$ cat src/hdl/pmcw_pkg.sv
// ----------------------------------------------------------------------------
// pmcw_pkg
// Types and constants for the PNG / MNG chunk stream walker.
// ----------------------------------------------------------------------------
package pmcw_pkg;

    // Walk phases
    typedef enum logic [2:0] {
        PH_SIG  = 3'd0,
        PH_HDR  = 3'd1,
        PH_SKIP = 3'd2,
        PH_DONE = 3'd3,
        PH_FAIL = 3'd4
    } t_phase;

    // Stream kind as reported on the result
    typedef enum logic [1:0] {
        KIND_NONE = 2'd0,
        KIND_PNG  = 2'd1,
        KIND_MNG  = 2'd2
    } t_kind;

    // One input word held in the input register
    typedef struct packed {
        logic [7:0] data_byte;
        logic       last_byte;
    } t_in_word;

    // Signature words and terminal chunk types, big-endian
    localparam logic [31:0] SIG_PNG_HEAD = 32'h8950_4E47;
    localparam logic [31:0] SIG_MNG_HEAD = 32'h8A4D_4E47;
    localparam logic [31:0] SIG_TAIL     = 32'h0D0A_1A0A;
    localparam logic [31:0] TYPE_IEND    = 32'h4945_4E44;
    localparam logic [31:0] TYPE_MEND    = 32'h4D45_4E44;

    // Largest stream length the result can carry
    localparam logic [33:0] MAX_IMAGE    = 34'h0_7FFF_FFFF;

    // Header's last byte + CRC, and the CRC alone, added to the data count
    localparam logic [33:0] HDR_TAIL_ADJ = 34'd5;
    localparam logic [31:0] CRC_BYTES    = 32'd4;

    // Case-folding mask for chunk type letters
    localparam logic [7:0]  CASE_MASK    = 8'hDF;

    // Chunk type byte test: a letter in either case
    function automatic logic is_letter(input logic [7:0] b);
        logic [7:0] u;
        u = b & CASE_MASK;
        return (u >= 8'h41) && (u <= 8'h5A);
    endfunction

endpackage

$ cat src/hdl/pmcw_in_stage.sv
// ----------------------------------------------------------------------------
// pmcw_in_stage
// Input register: holds one byte word until the walker takes it.
// ----------------------------------------------------------------------------
module pmcw_in_stage (
    input  logic              i_clk,
    input  logic              i_rst_n,
    input  logic              i_valid,
    output logic              o_ready,
    input  pmcw_pkg::t_in_word i_word,
    input  logic              i_room,
    output logic              o_take,
    output pmcw_pkg::t_in_word o_word
);

    logic               r_valid;
    pmcw_pkg::t_in_word r_word;

    // Walker consumes the held word whenever its result side has room
    assign o_take  = r_valid && i_room;
    assign o_ready = !r_valid || i_room;
    assign o_word  = r_word;

    // Valid flag
    always_ff @(posedge i_clk) begin
        if (!i_rst_n) begin
            r_valid <= 1'b0;
        end else if (o_ready) begin
            r_valid <= i_valid;
        end
    end

    // Payload
    always_ff @(posedge i_clk) begin
        if (o_ready && i_valid) begin
            r_word <= i_word;
        end
    end

endmodule

$ cat src/hdl/pmcw_walker.sv
// ----------------------------------------------------------------------------
// pmcw_walker
// Per-byte signature / chunk header walk and the result register.
// ----------------------------------------------------------------------------
module pmcw_walker #(
    parameter int LENGTH_BITS = 31
) (
    input  logic               i_clk,
    input  logic               i_rst_n,
    input  logic               i_take,
    input  pmcw_pkg::t_in_word i_word,
    output logic               o_room,
    output logic               o_valid,
    input  logic               i_ready,
    output logic               o_found,
    output logic [1:0]         o_file_kind,
    output logic [30:0]        o_image_length
);

    localparam logic [32:0] LenLimit = 33'd1 << LENGTH_BITS;

    // Walk state
    pmcw_pkg::t_phase r_phase, n_phase;
    logic [2:0]       r_idx,   n_idx;
    logic [31:0]      r_len,   n_len;
    logic [31:0]      r_type,  n_type;
    logic [30:0]      r_skip,  n_skip;
    logic [31:0]      r_pos,   n_pos;
    pmcw_pkg::t_kind  r_kind,  n_kind;
    logic             r_term,  n_term;

    // Result register
    logic             r_out_valid;
    logic             r_found,  n_found;
    pmcw_pkg::t_kind  r_okind,  n_okind;
    logic [30:0]      r_olen,   n_olen;

    logic [31:0] pos_inc;
    logic [33:0] chunk_end;
    logic        letters_ok;
    logic [7:0]  b;

    assign o_room         = !r_out_valid || i_ready;
    assign o_valid        = r_out_valid;
    assign o_found        = r_found;
    assign o_file_kind    = r_okind;
    assign o_image_length = r_olen;

    assign b          = i_word.data_byte;
    assign pos_inc    = r_pos + 32'd1;
    // End of the chunk's CRC: position after this byte plus data and CRC
    assign chunk_end  = {2'b00, r_pos} + {2'b00, r_len} + pmcw_pkg::HDR_TAIL_ADJ;
    assign letters_ok = pmcw_pkg::is_letter(r_type[23:16]) &&
                        pmcw_pkg::is_letter(r_type[15:8])  &&
                        pmcw_pkg::is_letter(r_type[7:0])   &&
                        pmcw_pkg::is_letter(b);

    // Next state for one byte
    always_comb begin
        n_phase = r_phase;
        n_idx   = r_idx;
        n_len   = r_len;
        n_type  = r_type;
        n_skip  = r_skip;
        n_pos   = r_pos;
        n_kind  = r_kind;
        n_term  = r_term;

        unique case (r_phase)
            pmcw_pkg::PH_SIG, pmcw_pkg::PH_HDR: begin
                n_pos = pos_inc;
                n_idx = r_idx + 3'd1;
                if (!r_idx[2]) begin
                    n_len = {r_len[23:0], b};
                end else begin
                    n_type = {r_type[23:0], b};
                end
                if (r_idx == 3'd7) begin
                    if (r_phase == pmcw_pkg::PH_SIG) begin
                        // Signature check
                        priority if (n_type != pmcw_pkg::SIG_TAIL) begin
                            n_phase = pmcw_pkg::PH_FAIL;
                        end else if (r_len == pmcw_pkg::SIG_PNG_HEAD) begin
                            n_kind  = pmcw_pkg::KIND_PNG;
                            n_phase = pmcw_pkg::PH_HDR;
                        end else if (r_len == pmcw_pkg::SIG_MNG_HEAD) begin
                            n_kind  = pmcw_pkg::KIND_MNG;
                            n_phase = pmcw_pkg::PH_HDR;
                        end else begin
                            n_phase = pmcw_pkg::PH_FAIL;
                        end
                    end else begin
                        // Chunk header check
                        priority if (!letters_ok) begin
                            n_phase = pmcw_pkg::PH_FAIL;
                        end else if ({1'b0, r_len} >= LenLimit) begin
                            n_phase = pmcw_pkg::PH_FAIL;
                        end else if (chunk_end > pmcw_pkg::MAX_IMAGE) begin
                            n_phase = pmcw_pkg::PH_FAIL;
                        end else begin
                            n_term  = (r_kind == pmcw_pkg::KIND_PNG) ?
                                      (n_type == pmcw_pkg::TYPE_IEND) :
                                      (n_type == pmcw_pkg::TYPE_MEND);
                            n_skip  = 31'(r_len + pmcw_pkg::CRC_BYTES);
                            n_phase = pmcw_pkg::PH_SKIP;
                        end
                    end
                end
            end
            pmcw_pkg::PH_SKIP: begin
                n_pos  = pos_inc;
                n_skip = r_skip - 31'd1;
                if (r_skip == 31'd1) begin
                    n_phase = r_term ? pmcw_pkg::PH_DONE : pmcw_pkg::PH_HDR;
                end
            end
            pmcw_pkg::PH_DONE, pmcw_pkg::PH_FAIL: begin
            end
            default: begin
            end
        endcase

        // Verdict on the buffer's last byte
        n_found = (n_phase == pmcw_pkg::PH_DONE);
        n_okind = n_found ? n_kind : pmcw_pkg::KIND_NONE;
        n_olen  = n_found ? n_pos[30:0] : 31'd0;

        // Back to reset state for the next buffer
        if (i_word.last_byte) begin
            n_phase = pmcw_pkg::PH_SIG;
            n_idx   = 3'd0;
            n_len   = 32'd0;
            n_type  = 32'd0;
            n_skip  = 31'd0;
            n_pos   = 32'd0;
            n_kind  = pmcw_pkg::KIND_NONE;
            n_term  = 1'b0;
        end
    end

    // Walk state registers
    always_ff @(posedge i_clk) begin
        if (!i_rst_n) begin
            r_phase <= pmcw_pkg::PH_SIG;
            r_idx   <= 3'd0;
            r_len   <= 32'd0;
            r_type  <= 32'd0;
            r_skip  <= 31'd0;
            r_pos   <= 32'd0;
            r_kind  <= pmcw_pkg::KIND_NONE;
            r_term  <= 1'b0;
        end else if (i_take) begin
            r_phase <= n_phase;
            r_idx   <= n_idx;
            r_len   <= n_len;
            r_type  <= n_type;
            r_skip  <= n_skip;
            r_pos   <= n_pos;
            r_kind  <= n_kind;
            r_term  <= n_term;
        end
    end

    // Result valid
    always_ff @(posedge i_clk) begin
        if (!i_rst_n) begin
            r_out_valid <= 1'b0;
        end else if (i_take && i_word.last_byte) begin
            r_out_valid <= 1'b1;
        end else if (i_ready) begin
            r_out_valid <= 1'b0;
        end
    end

    // Result payload
    always_ff @(posedge i_clk) begin
        if (i_take && i_word.last_byte) begin
            r_found <= n_found;
            r_okind <= n_okind;
            r_olen  <= n_olen;
        end
    end

endmodule

$ cat src/hdl/png_mng_chunk_walker.sv
// ----------------------------------------------------------------------------
// png_mng_chunk_walker
// PNG / MNG signature and chunk stream walker, one byte per word.
// ----------------------------------------------------------------------------
// Takes one byte word per clock, back to back. Each byte passes an input
// register and then the walk logic (signature match, chunk header decode,
// chunk skip counter), whose single add-and-compare on the chunk end sets
// the clock path. A result word is produced only for the byte marked last,
// registered when the walker takes that byte from the input register, and
// gives found, the stream kind and the length through the end of the IEND
// or MEND chunk. While a result waits for the receiver the walk pauses, so
// input stalls once the input register also holds a word. CRCs are not
// checked. LENGTH_BITS bounds the chunk length field that is accepted.
// ----------------------------------------------------------------------------
module png_mng_chunk_walker #(
    parameter int LENGTH_BITS = 31
) (
    input  logic        i_clk,
    input  logic        i_rst_n,
    input  logic        i_valid,
    output logic        o_ready,
    input  logic [7:0]  i_data_byte,
    input  logic        i_last_byte,
    output logic        o_valid,
    input  logic        i_ready,
    output logic        o_found,
    output logic [1:0]  o_file_kind,
    output logic [30:0] o_image_length
);

    pmcw_pkg::t_in_word in_word;
    pmcw_pkg::t_in_word held_word;
    logic               take;
    logic               room;

    assign in_word.data_byte = i_data_byte;
    assign in_word.last_byte = i_last_byte;

    // Input register
    pmcw_in_stage u_in (
        .i_clk   (i_clk),
        .i_rst_n (i_rst_n),
        .i_valid (i_valid),
        .o_ready (o_ready),
        .i_word  (in_word),
        .i_room  (room),
        .o_take  (take),
        .o_word  (held_word)
    );

    // Walk logic and result register
    pmcw_walker #(
        .LENGTH_BITS (LENGTH_BITS)
    ) u_walk (
        .i_clk          (i_clk),
        .i_rst_n        (i_rst_n),
        .i_take         (take),
        .i_word         (held_word),
        .o_room         (room),
        .o_valid        (o_valid),
        .i_ready        (i_ready),
        .o_found        (o_found),
        .o_file_kind    (o_file_kind),
        .o_image_length (o_image_length)
    );

endmodule

$ cat config.mk
export PLATFORM = sky130hd
export DESIGN_NAME = png_mng_chunk_walker
export DESIGN_NICKNAME = d
export VERILOG_FILES = /design/src/hdl/pmcw_pkg.sv /design/src/hdl/pmcw_in_stage.sv /design/src/hdl/pmcw_walker.sv /design/src/hdl/png_mng_chunk_walker.sv
export SDC_FILE = /design/constraint.sdc
export NUM_CORES = 1
export LEC_CHECK = 0
export BUFFER_PORTS_ARGS = -buffer_cell sky130_fd_sc_hd__buf_2
export CELL_PAD_IN_SITES_DETAIL_PLACEMENT = 0
export CELL_PAD_IN_SITES_GLOBAL_PLACEMENT = 1
export CORE_MARGIN = 3
export CORE_UTILIZATION = 51
export CTS_CLUSTER_DIAMETER = 100
export DETAILED_ROUTE_END_ITERATION = 6
export HOLD_SLACK_MARGIN = 0.02
export PLACE_DENSITY_LB_ADDON = 0.1
export SLEW_MARGIN = 5
export SYNTH_ARGS = -nofsm -noshare
export SYNTH_HDL_FRONTEND = slang
export SYNTH_SLANG_ARGS = --single-unit
export TNS_END_PERCENT = 100
$ cat constraint.sdc
create_clock -name i_clk -period 5.42 [get_ports i_clk]
set_input_delay 0.542 -clock i_clk [delete_from_list [all_inputs] [get_ports i_clk]]
set_output_delay 0.542 -clock i_clk [all_outputs]
set_load 0.05 [all_outputs]
==> metrics.md, run 1 <==
| Metric | Value |
|---|---|
| Hold Vio Cnt, Final | 0 |
| Post-synth cell types | 74 |
| Cell taking the most area after synthesis | dfxtp_1 |
| WP data arrival | 5.18 ns |
| Pin count of the biggest net entering global routing | 76 |
| Initial core utilization | 52.57% |
| # hold bufs at CTS | 0 |
| Syn Nets | 1496 |
| Post-synth EDFFs | 43 |
| Dpl hpwl | 26.01 mm |
| Max_cap viols | 0 |
| Final setup vio count | 0 |
| Initial antenna violation count | 0 |
| Placed cell count | 1697 |
| Height of the die | 156.9 um |
| Share of the synthesized area in the top cell type | 23.79% |
| Synth Instances | 1442 |
| Core area | 22090 um^2 |
| Worst skew pair latency | 0.44 ns |
| Deepest clock path buffer count | 2 |
| Syn Area/Cell | 8.055 um^2 |
| Sequential share of the synthesized area | 34.90% |
| Hold WS | 0.2688 ns |
| Post CTS Setup Buffer Count | 0 |
| Synth Flop Type | dfxtp_1 |
| Status | finished clean |
| Period utilization | 90.05% |
| Synth async-reset ratio | 0% |
| Number of placement rows | 54 |
| Pwr/cell area | 220.7 nW/um^2 |
| Post-layout minimum cycle time | 4.881 ns |
| Layout cells sized above 1 | 8.627% |
| GP Congestion | 0.9474 |
| CP required | 5.72 ns |
| Total grt overflow | 0 |
| CP cell instances | ha_1, a21oi_2, o22ai_1, a41oi_1, a32oi_1, a2111oi_0, nand4_1, a211oi_1, a311oi_1, or2_1, nand3_4, o21ai_0 |
| Synthesis-to-layout area growth | 7.648% |
| Fin Clk Skew | 0.02342 ns |
| Vias after detailed routing | 10890 |
| Setup CP Type | reg -> reg |
| Drt first pass iters | 5 |
| Root Buffer | clkbuf_16 |
| CTS tree | built |
| Diode count | 0 |
| Max VDD drop | 195.3 uV |
| Leak | 0.004328 uW |
| Die X | 156.9 um |
| Non-filler cells, final | 1729 |
| Cell Area, Synth | 11610 um^2 |
| Hold crit path type | in -> reg |
| Clock transition at path regs | 0.08 ns |
| Relative slew slack | 24.40% |
| CP endpoint kind | flip-flop |
| Ports | 49 |
| DIE AREA | 24620 um^2 |
| Vias in the first global route | 10050 |
| Max-slew violations | 0 |
| Total Wirelength | 35.81 mm |
| Via density | 6.296 |
| TNS Setup | 0 ns |
| GRT Util Overall | 28.79% |
| RSZ-0062 raised after global routing | no |
| FF-to-FF Start | u_walk.r_len[7]$_SDFFE_PN0P_ |
| Max Clk Rate | 204.9 MHz |
| HP Start | i_data_byte[1] |
| H-Tree Depth | 4 |
| Final net count | 1490 |
| Post-DRT Antenna Nets | 0 |
| I/O Buffers | 48 |
| FF+latch count, synth | 181 |
| Crit Path Max Fanout | 27 |
| Resized cells post-CTS | 0 |
| Detailed Route Iter0 Violations | 1006 |
| Worst setup path startpoint | u_walk.r_len[7]$_SDFFE_PN0P_ |
| Biggest cell delay along the critical path | 0.63 ns |
| Worst Setup Start Kind | flip-flop |
| Least-Margin Pin Slew | 1.134 ns |
| First-pass GRT wire length | 56.28 mm |
| CTS buffer count | 17 |
| CTS Sinks | 181 |
| Drt drc | 0 |
| Critical path's slowest cell | a2111oi_0 |
| Wire length per cell | 20.71 um |
| Syn. warnings | 0 |
| Top cells by area, synth | dfxtp_1 (24%), edfxtp_1 (11%), a21oi_1 (5.3%), nor2_1 (4.9%), nor2b_1 (4.8%) |
==> worst max-delay path: cells and delay by family, from the launching register on <==
kind | cells | cell delay, ns
compound gates | 8 | 2.73
flops | 1 | 0.54
fa+ha+maj | 1 | 0.40
simple gates | 3 | 1.05
==> state kept, by name, indices dropped and copies added, names as in the netlist, 2 cells and up <==
name and flops:
u_walk.r_kind 2, u_walk.o_file_kind 2, u_walk.r_pos 32, u_in.o_word 9, u_walk.r_type 32, u_walk.o_image_length 31, u_walk.r_phase 3, u_walk.r_skip 31
u_walk.r_idx 3, u_walk.r_len 32
==> path summary, 6_finish.rpt <==
path	cells past startpoint	end	slack [ns]
min reg2reg	2	u_walk.r_skip[13]$_SDFFE_PN0P_	0.46
max reg2reg	12	u_walk.r_skip[3]$_SDFFE_PN0P_	0.54
max	12	u_walk.r_skip[3]$_SDFFE_PN0P_	0.54
min	1	u_in.o_word[2]$_DFFE_PP_	0.27
==> per-layer routing <==
layer	track usage, %	up-vias	part of all wire [%]
met5	0	-	0
li1	-	5278	-
met1	43.00	5214	48
met2	43.19	352	44
met4	7.211	0	1.7
met3	4.977	41	6.7
==> area by class of cell <==
class                      count  area, um^2
timing repair buffer          60       330.3
clock buffer                  18       429.2
tap                          280       350.3
sequential                   181        4054
inverter                      32       120.1
multi-input combinational   1144        7066
clock inverter                14       153.9
fill                        2094        9590
==> through the flow <==
| step | area, um^2 | power [uW] | setup WS [ns] | utilization, % |
|---|---|---|---|---|
| 2_1_floorplan | 11610 | 1510 | 1.904 | - |
| 3_3_place_gp | 11920 | 1545 | 0.7337 | 53.95 |
| 3_5_place_dp | 11920 | 1546 | 0.6869 | 53.95 |
| 4_1_cts | 12500 | 2782 | 0.6834 | 56.59 |
| 5_1_grt | 12500 | 2859 | 0.3248 | 56.59 |
| 6_report | 12500 | 2759 | 0.5394 | 56.59 |
==> report_power, final <==
part	switching, uW	internal [uW]
Sequential	14.1	1390
Combinational	80.6	35.7
Clock	621	621
Total	715	2040
==> cells in the final DEF, fill, tap and decap left out, types with 5 or more instances in the layout <==
master / synthesis / final
nor2_1: 152 / 152
dfxtp_1: 138 / 138
a21oi_1: 123 / 123
nand2_1: 102 / 102
nor2b_1: 90 / 90
o21ai_0: 84 / 84
a22oi_1: 51 / 51
buf_2: 14 / 48
edfxtp_1: 43 / 43
nor3_1: 42 / 42
xnor2_1: 41 / 41
ha_1: 40 / 40
nand3_1: 37 / 37
inv_1: 32 / 32
and3_1: 32 / 32
nor3b_1: 29 / 29
xor2_1: 26 / 26
nand4_1: 24 / 24
nor4_1: 23 / 23
o21ai_1: 22 / 21
o21ai_2: 21 / 21
clkbuf_16: 0 / 17
or3_1: 15 / 15
a21boi_0: 15 / 15
a21o_1: 14 / 14
a211oi_1: 13 / 13
a31oi_1: 13 / 13
buf_4: 1 / 12
and2_1: 10 / 10
nand2b_1: 9 / 9
o22ai_1: 9 / 9
or4_1: 8 / 8
mux2i_1: 7 / 7
nor4b_1: 7 / 7
a32oi_1: 6 / 6
o211ai_1: 6 / 6
o21a_1: 5 / 5
inv_8: 0 / 5
==> synthesized netlist by cell type (21+ instances only) <==
master / n
nor4_1: 23
and3_1: 32
nor2b_1: 90
o21ai_1: 22
nor3_1: 42
clkbuf_1: 63
ha_1: 40
nor2_1: 152
xnor2_1: 41
a21oi_1: 123
inv_1: 32
xor2_1: 26
o21ai_0: 84
a22oi_1: 51
nand4_1: 24
nor3b_1: 29
nand2_1: 102
o21ai_2: 21
edfxtp_1: 43
nand3_1: 37
dfxtp_1: 138
==> logic make-up after synthesis <==
family / count (synthesis) / synth area share, %
compound gates: 428 / 23.44
xor+xnor: 67 / 5.052
flops: 181 / 34.90
buf+inv: 117 / 4.417
mux: 7 / 0.6033
fa+ha+maj: 41 / 4.481
simple gates: 601 / 27.10
Note: power is estimated with default switching activity, not from simulation.
==> run 2: changes to the inputs <==
--- a/config.mk
+++ b/config.mk
@@ -5,11 +5,11 @@
 export SDC_FILE = /design/constraint.sdc
 export NUM_CORES = 1
 export LEC_CHECK = 0
-export BUFFER_PORTS_ARGS = -buffer_cell sky130_fd_sc_hd__buf_2
+export BUFFER_PORTS_ARGS = -buffer_cell sky130_fd_sc_hd__buf_4
 export CELL_PAD_IN_SITES_DETAIL_PLACEMENT = 0
 export CELL_PAD_IN_SITES_GLOBAL_PLACEMENT = 1
 export CORE_MARGIN = 3
-export CORE_UTILIZATION = 51
+export CORE_UTILIZATION = 48
 export CTS_CLUSTER_DIAMETER = 100
 export DETAILED_ROUTE_END_ITERATION = 6
 export HOLD_SLACK_MARGIN = 0.02
==> constraint.sdc (replaced) <==
create_clock -name i_clk -period 4.9 [get_ports i_clk]
set_input_delay 0.49 -clock i_clk [delete_from_list [all_inputs] [get_ports i_clk]]
set_output_delay 0.49 -clock i_clk [all_outputs]
set_load 0.05 [all_outputs]
==> metrics.md, run 2 (synthesis gave the netlist of run 1 again) <==
| Metric | Value |
|---|---|
| Max Clk Rate | 219.8 MHz (+7.3%) |
| Max_cap viols | 0 (unchanged) |
| Vias after detailed routing | 10920 (+0.34%) |
| GRT Util Overall | 27.95% (-0.85 points) |
| Initial core utilization | 49.19% (-3.4 points) |
| Switching Fraction | 24.97% (-0.96 points) |
| Layout cells sized above 1 | 9.809% (+1.2 points) |
| Commonest cells after routing, fill and taps aside | nor2_1 (152), dfxtp_1 (138), a21oi_1 (123), nand2_1 (102), nor2b_1 (90) |
| Fin Clk Skew | 0.01417 ns (-0.009246 ns) |
| Pwr/cell area | 240.2 nW/um^2 (+8.8%) |
| Total grt overflow | 0 (unchanged) |
| PnR Total Power | 3079 uW (+12%) |
| Worst skew pair latency | 0.44 ns (about the same) |
| Drt first pass iters | 6 (+1) |
| Period utilization | 92.86% (+2.8 points) |
| WP data arrival | 4.86 ns (-0.32 ns) |
| Most common cell after layout, fill and taps aside | nor2_1 |
| Drt drc | 0 (unchanged) |
| Least-Margin Pin Slew | 1.151 ns (+0.01744 ns) |
| FF-to-FF Start | u_walk.r_pos[0]$_SDFFE_PN0P_ |
| Worst setup path startpoint | u_walk.r_pos[0]$_SDFFE_PN0P_ |
| H-Tree Depth | 4 (unchanged) |
| Detailed Route Iter0 Violations | 1075 (+6.9%) |
| Power share of the clock group | 45.2% (+0.2 points) |
| Post CTS Setup Buffer Count | 0 (unchanged) |
| Vias in the first global route | 9942 (-1.0%) |
| Height of the die | 161.6 um (+3.0%) |
| Final setup vio count | 0 (unchanged) |
| NetSw | 769.1 uW (+7.5%) |
| CTS Sinks | 181 (unchanged) |
| Worst Setup Start Kind | flip-flop |
| GP Congestion | 1.002 (+5.8%) |
| First-pass GRT wire length | 57.62 mm (+2.4%) |
| I/O Buffers | 48 (unchanged) |
| Crit Path Max Fanout | 27 (unchanged) |
| Total Wirelength | 36.48 mm (+1.9%) |
| WP buf/inv | 1 (+1) |
| Die X | 161.6 um (+3.0%) |
| Register share of total power | 50.2% (-0.6 points) |
| Setup CP Type | reg -> reg |
| DIE AREA | 26100 um^2 (+6.0%) |
| Top Registers | u_walk.r_len: 32 flops, u_walk.r_pos: 32 flops, u_walk.r_type: 32 flops |
| RSZ-0062 raised after global routing | no |
| Number of placement rows | 56 (+3.7%) |
| Post-layout minimum cycle time | 4.550 ns (-0.3304 ns) |
| CP cell instances | ha_1, inv_1, fa_1, nand2b_1, a211oi_1, nor2_1, xor2_1, nor4_1, nand3_1, nor4b_2, a311oi_2, or2_1, nand3_4, o21ai_0 |
| Via density | 6.112 (-2.9%) |
| CTS buffer count | 17 (unchanged) |
| Final net count | 1509 (+1.3%) |
| CP endpoint kind | flip-flop |
| Family with the most delay on the worst path | simple AND/OR/NAND/NOR gates |
| Core area | 23610 um^2 (+6.9%) |
| Initial antenna violation count | 0 (unchanged) |
| Diode count | 0 (unchanged) |
| HP Start | i_data_byte[5] |
| Int Power | 2310 uW (+13%) |
| Dpl hpwl | 26.94 mm (+3.6%) |
| CP required | 5.21 ns (-0.51 ns) |
| Post-DRT Antenna Nets | 0 (unchanged) |
| # hold bufs at CTS | 0 (unchanged) |
| Max VDD drop | 156.5 uV (-20%) |
| Clock transition at path regs | 0.08 ns (about the same) |
| Relative slew slack | 23.24% (-1.2 points) |
| Hold Vio Cnt, Final | 0 (unchanged) |
| Biggest cell delay along the critical path | 0.47 ns (-0.16 ns) |
| Logic pwr share | 4.6% (+0.4 points) |
| Pin count of the biggest net entering global routing | 111 (+46%) |
| Root Buffer | clkbuf_16 |
| Hold WS | 0.2222 ns (-0.04660 ns) |
| Hold crit path type | in -> reg |
| TNS Setup | 0 ns (unchanged) |
| Ports | 49 (unchanged) |
| Resized cells post-CTS | 0 (unchanged) |
| Worst slack, placed | 0.3488 ns (-0.3381 ns) |
| Leak | 0.004431 uW (+2.4%) |
| Worst setup margin | 0.3497 ns (-0.1896 ns) |
| Critical path's slowest cell | dfxtp_1 |
| Status | finished clean |
| Max-slew violations | 0 (unchanged) |
| Deepest clock path buffer count | 2 (unchanged) |
| Synthesis-to-layout area growth | 10.40% |
| Wire length per cell | 20.41 um (-1.4%) |
| CTS tree | built |
-- run 2: changes by cell type in the layout (fill, tap and decap cells not counted), moves of 2 or more --
| cell | delta |
|---|---|
| buf_4 | +67 |
| clkinv_8 | -2 |
| clkbuf_16 | +2 |
| buf_2 | -48 |
| clkinvlp_4 | +4 |
| clkinv_4 | -3 |
-- run 2: layout make-up --
cell class	instances	area, um^2
tap	319	399.1
multi-input combinational	1144	7072
timing repair buffer	79	593.1
clock buffer	21	483.0
sequential	181	4054
clock inverter	11	101.3
fill	2257	10790
inverter	32	120.1
-- run 2: worst paths after layout --
check / depth (start not counted) / end / slack [ns]
setup / recovery: 14 / u_walk.r_skip[3]$_SDFFE_PN0P_ / 0.35
hold / removal: 1 / u_in.o_word[6]$_DFFE_PP_ / 0.22
setup reg to reg: 14 / u_walk.r_skip[3]$_SDFFE_PN0P_ / 0.35
hold reg to reg: 2 / u_walk.r_skip[13]$_SDFFE_PN0P_ / 0.46
-- run 2: per-layer routing --
layer  wire (um)  global-route usage [%]
met1       16680                   40.05
met2       16030                   42.98
met3        2396                   3.283
met4        1374                   11.15
met5           0                       0
-- run 2: power groups by stage --
stage | combinational, uW | sequential (uW) | clock [uW]
floorplan | 88.3 | 1580 | 0
global placement | 140 | 1580 | 0
detailed placement | 141 | 1580 | 0
CTS | 141 | 1550 | 1420
global route | 154 | 1550 | 1480
finish | 142 | 1550 | 1390
-- run 2: stage by stage --
step	instances	utilization (%)	cell area [um^2]
5_1_grt	1787	54.30	12820
6_report	1787	54.30	12820
2_1_floorplan	1442	-	11610
4_1_cts	1787	54.28	12820
3_3_place_gp	1755	51.80	12230
3_5_place_dp	1755	51.80	12230
-- run 2: worst register-to-register path: stages, from the launching register on --
cell      delay, ns
dfxtp_1        0.47
ha_1           0.23
inv_1          0.06
fa_1           0.41
nand2b_1       0.18
a211oi_1       0.41
nor2_1         0.12
xor2_1         0.18
nor4_1         0.47
nand3_1        0.25
nor4b_2        0.45
a311oi_2       0.24
or2_1          0.40
nand3_4        0.39
o21ai_0        0.17
==> run 3: changes to the inputs <==
--- a/config.mk
+++ b/config.mk
@@ -13,6 +13,7 @@
 export CTS_CLUSTER_DIAMETER = 100
 export DETAILED_ROUTE_END_ITERATION = 6
 export HOLD_SLACK_MARGIN = 0.02
+export MAX_ROUTING_LAYER = met4
 export PLACE_DENSITY_LB_ADDON = 0.1
 export SLEW_MARGIN = 5
 export SYNTH_ARGS = -nofsm -noshare
==> metrics.md, run 3 (synthesis gave the netlist of run 1 again) <==
| Metric | Value |
|---|---|
| Status | finished clean |
| Vias after detailed routing | 11000 (+0.72%) |
| Commonest cells after routing, fill and taps aside | nor2_1 (152), dfxtp_1 (138), a21oi_1 (123), nand2_1 (102), nor2b_1 (90) |
| NetSw | 786.4 uW (+2.3%) |
| TNS Setup | 0 ns (unchanged) |
| Detailed Route Iter0 Violations | 1034 (-3.8%) |
| Diode count | 0 (unchanged) |
| Core area | 23610 um^2 (unchanged) |
| Footprint of the multi-input gates | 7077 um^2 (about the same) |
| Wire length per cell | 20.79 um (+1.9%) |
| Setup CP Type | reg -> reg |
| Number of placement rows | 56 (unchanged) |
| Worst setup margin | 0.3731 ns (+0.02337 ns) |
| Worst Setup Start Kind | flip-flop |
| Pin count of the biggest net entering global routing | 67 (-40%) |
| Crit Path Max Fanout | 27 (unchanged) |
| Vias in the first global route | 10150 (+2.1%) |
| Relative slew slack | 23.41% (+0.17 points) |
| GP Congestion | 0.9827 (-1.9%) |
| Ports | 49 (unchanged) |
| First-pass GRT wire length | 58.24 mm (+1.1%) |
| H-Tree Depth | 4 (unchanged) |
| Post-DRT Antenna Nets | 0 (unchanged) |
| Total grt overflow | 0 (unchanged) |
| Drt first pass iters | 5 (-1) |
| Die X | 161.6 um (unchanged) |
| Dpl hpwl | 27.63 mm (+2.6%) |
| Height of the die | 161.6 um (unchanged) |
| Hold Vio Cnt, Final | 0 (unchanged) |
| GRT Util Overall | 28.95% (+1.0 points) |
| Post-Layout Inst Area | 12810 um^2 (about the same) |
| Post-layout minimum cycle time | 4.527 ns (-0.02337 ns) |
| Hold crit path type | in -> reg |
| I/O Buffers | 48 (unchanged) |
| PnR Total Power | 3091 uW (+0.38%) |
| Max-slew violations | 0 (unchanged) |
| Layout cells sized above 1 | 9.829% (+0.020 points) |
| CP endpoint kind | flip-flop |
| Max VDD drop | 228.6 uV (+46%) |
| Logic pwr share | 4.5% (about the same) |
| Root Buffer | clkbuf_16 |
| Worst skew pair latency | 0.44 ns (about the same) |
| Pwr/cell area | 241.2 nW/um^2 (+0.44%) |
| Via density | 6.166 (+0.89%) |
| Int Power | 2305 uW (-0.24%) |
| CTS tree | built |
| Max Clk Rate | 220.9 MHz (+0.52%) |
| DIE AREA | 26100 um^2 (unchanged) |
| Initial antenna violation count | 0 (unchanged) |
| Initial core utilization | 49.19% (unchanged) |
| Fin Clk Skew | 0.01309 ns (-0.001087 ns) |
| WP data arrival | 4.84 ns (-0.02 ns) |
| Synthesis-to-layout area growth | 10.33% (about the same) |
| RSZ-0062 raised after global routing | no |
| Worst slack, placed | 0.2177 ns (-0.1311 ns) |
| Deepest clock path buffer count | 2 (unchanged) |
| Least-Margin Pin Slew | 1.149 ns (-0.002588 ns) |
| Clock transition at path regs | 0.07 ns (about the same) |
| Period utilization | 92.39% (-0.48 points) |
| CTS Sinks | 181 (unchanged) |
| CTS buffer count | 17 (unchanged) |
| Fillers | 2266 (+0.40%) |
| Max_cap viols | 0 (unchanged) |
| Power share of the clock group | 45.4% (+0.2 points) |
| Final net count | 1507 (-0.13%) |
| Most common cell after layout, fill and taps aside | nor2_1 |
| Leak | 0.004436 uW (+0.10%) |
| Switching Fraction | 25.44% (+0.47 points) |
| Final setup vio count | 0 (unchanged) |
| Total Wirelength | 37.09 mm (+1.7%) |
| Seq. cell area | 4054 um^2 (unchanged) |
| Area post-placement | 12220 um^2 (-0.12%) |
| Drt drc | 0 (unchanged) |
| Register share of total power | 50.1% (about the same) |
| Top Registers | u_walk.r_len: 32 flops, u_walk.r_pos: 32 flops, u_walk.r_type: 32 flops |
| CP required | 5.21 ns (about the same) |
-- run 3: cell count changes in the layout (fill, tap and decap cells not counted), moves of 2 or more --
cell,change
inv_4,+2
clkinv_4,+2
clkbuf_16,-2
clkinvlp_4,-4
clkinv_8,+2
buf_4,-2
clkbuf_1,-2
-- run 3: per-stage QoR --
stage	cells	utilization [%]	hold slack (ns)
3_5_place_dp	1753	51.74	0.4540
2_1_floorplan	1442	-	0.4367
5_1_grt	1784	54.27	0.2098
4_1_cts	1784	54.22	0.2101
6_report	1784	54.27	0.2261
3_3_place_gp	1753	51.74	0.4459
-- run 3: critical path: stages, from the launching register on --
cell	delay, ns
dfxtp_1	0.55
ha_1	0.42
a21oi_2	0.25
o22ai_1	0.20
a41oi_1	0.43
a32oi_1	0.25
a2111oi_0	0.51
nand4_1	0.25
a211oi_2	0.33
a311oi_2	0.24
or2_1	0.40
nand3_4	0.41
o21ai_0	0.16
-- run 3: final cells by class --
cell class	count	share of cell area, %
Clock buffer	17	3.320
Clock inverter	14	1.260
Inverter	32	0.9373
Multi-Input combinational cell	1144	55.22
Sequential cell	181	31.63
Tap cell	319	3.115
Timing Repair Buffer	77	4.511
-- run 3: worst paths after layout --
kind,startpoint,end,slack (ns),cells after the start
max reg2reg,u_walk.r_len[7]$_SDFFE_PN0P_,u_walk.r_skip[4]$_SDFFE_PN0P_,0.37,12
max,u_walk.r_len[7]$_SDFFE_PN0P_,u_walk.r_skip[4]$_SDFFE_PN0P_,0.37,12
min,i_data_byte[6],u_in.o_word[7]$_DFFE_PP_,0.23,1
min reg2reg,u_walk.r_skip[13]$_SDFFE_PN0P_,u_walk.r_skip[13]$_SDFFE_PN0P_,0.46,2
-- run 3: what timing repair did --
action,4_1_cts,5_1_grt
endpoints found under the setup margin,0,27
hold buffers,0,0
setup buffers,0,0
resized for setup,0,2
-- run 3: power by group through the flow --
stage               combinational [uW]  sequential, uW  clock [uW]
floorplan                         88.3            1580           0
global placement                   137            1580           0
detailed placement                 138            1580           0
CTS                                138            1550        1430
global route                       151            1550        1480
finish                             139            1550        1400
-- run 3: layer usage --
layer | GRT usage (%) | wire [um]
met5 | - | 0
met4 | 10.99 | 1283
met3 | 2.616 | 1839
met2 | 43.76 | 16450
met1 | 40.40 | 17520
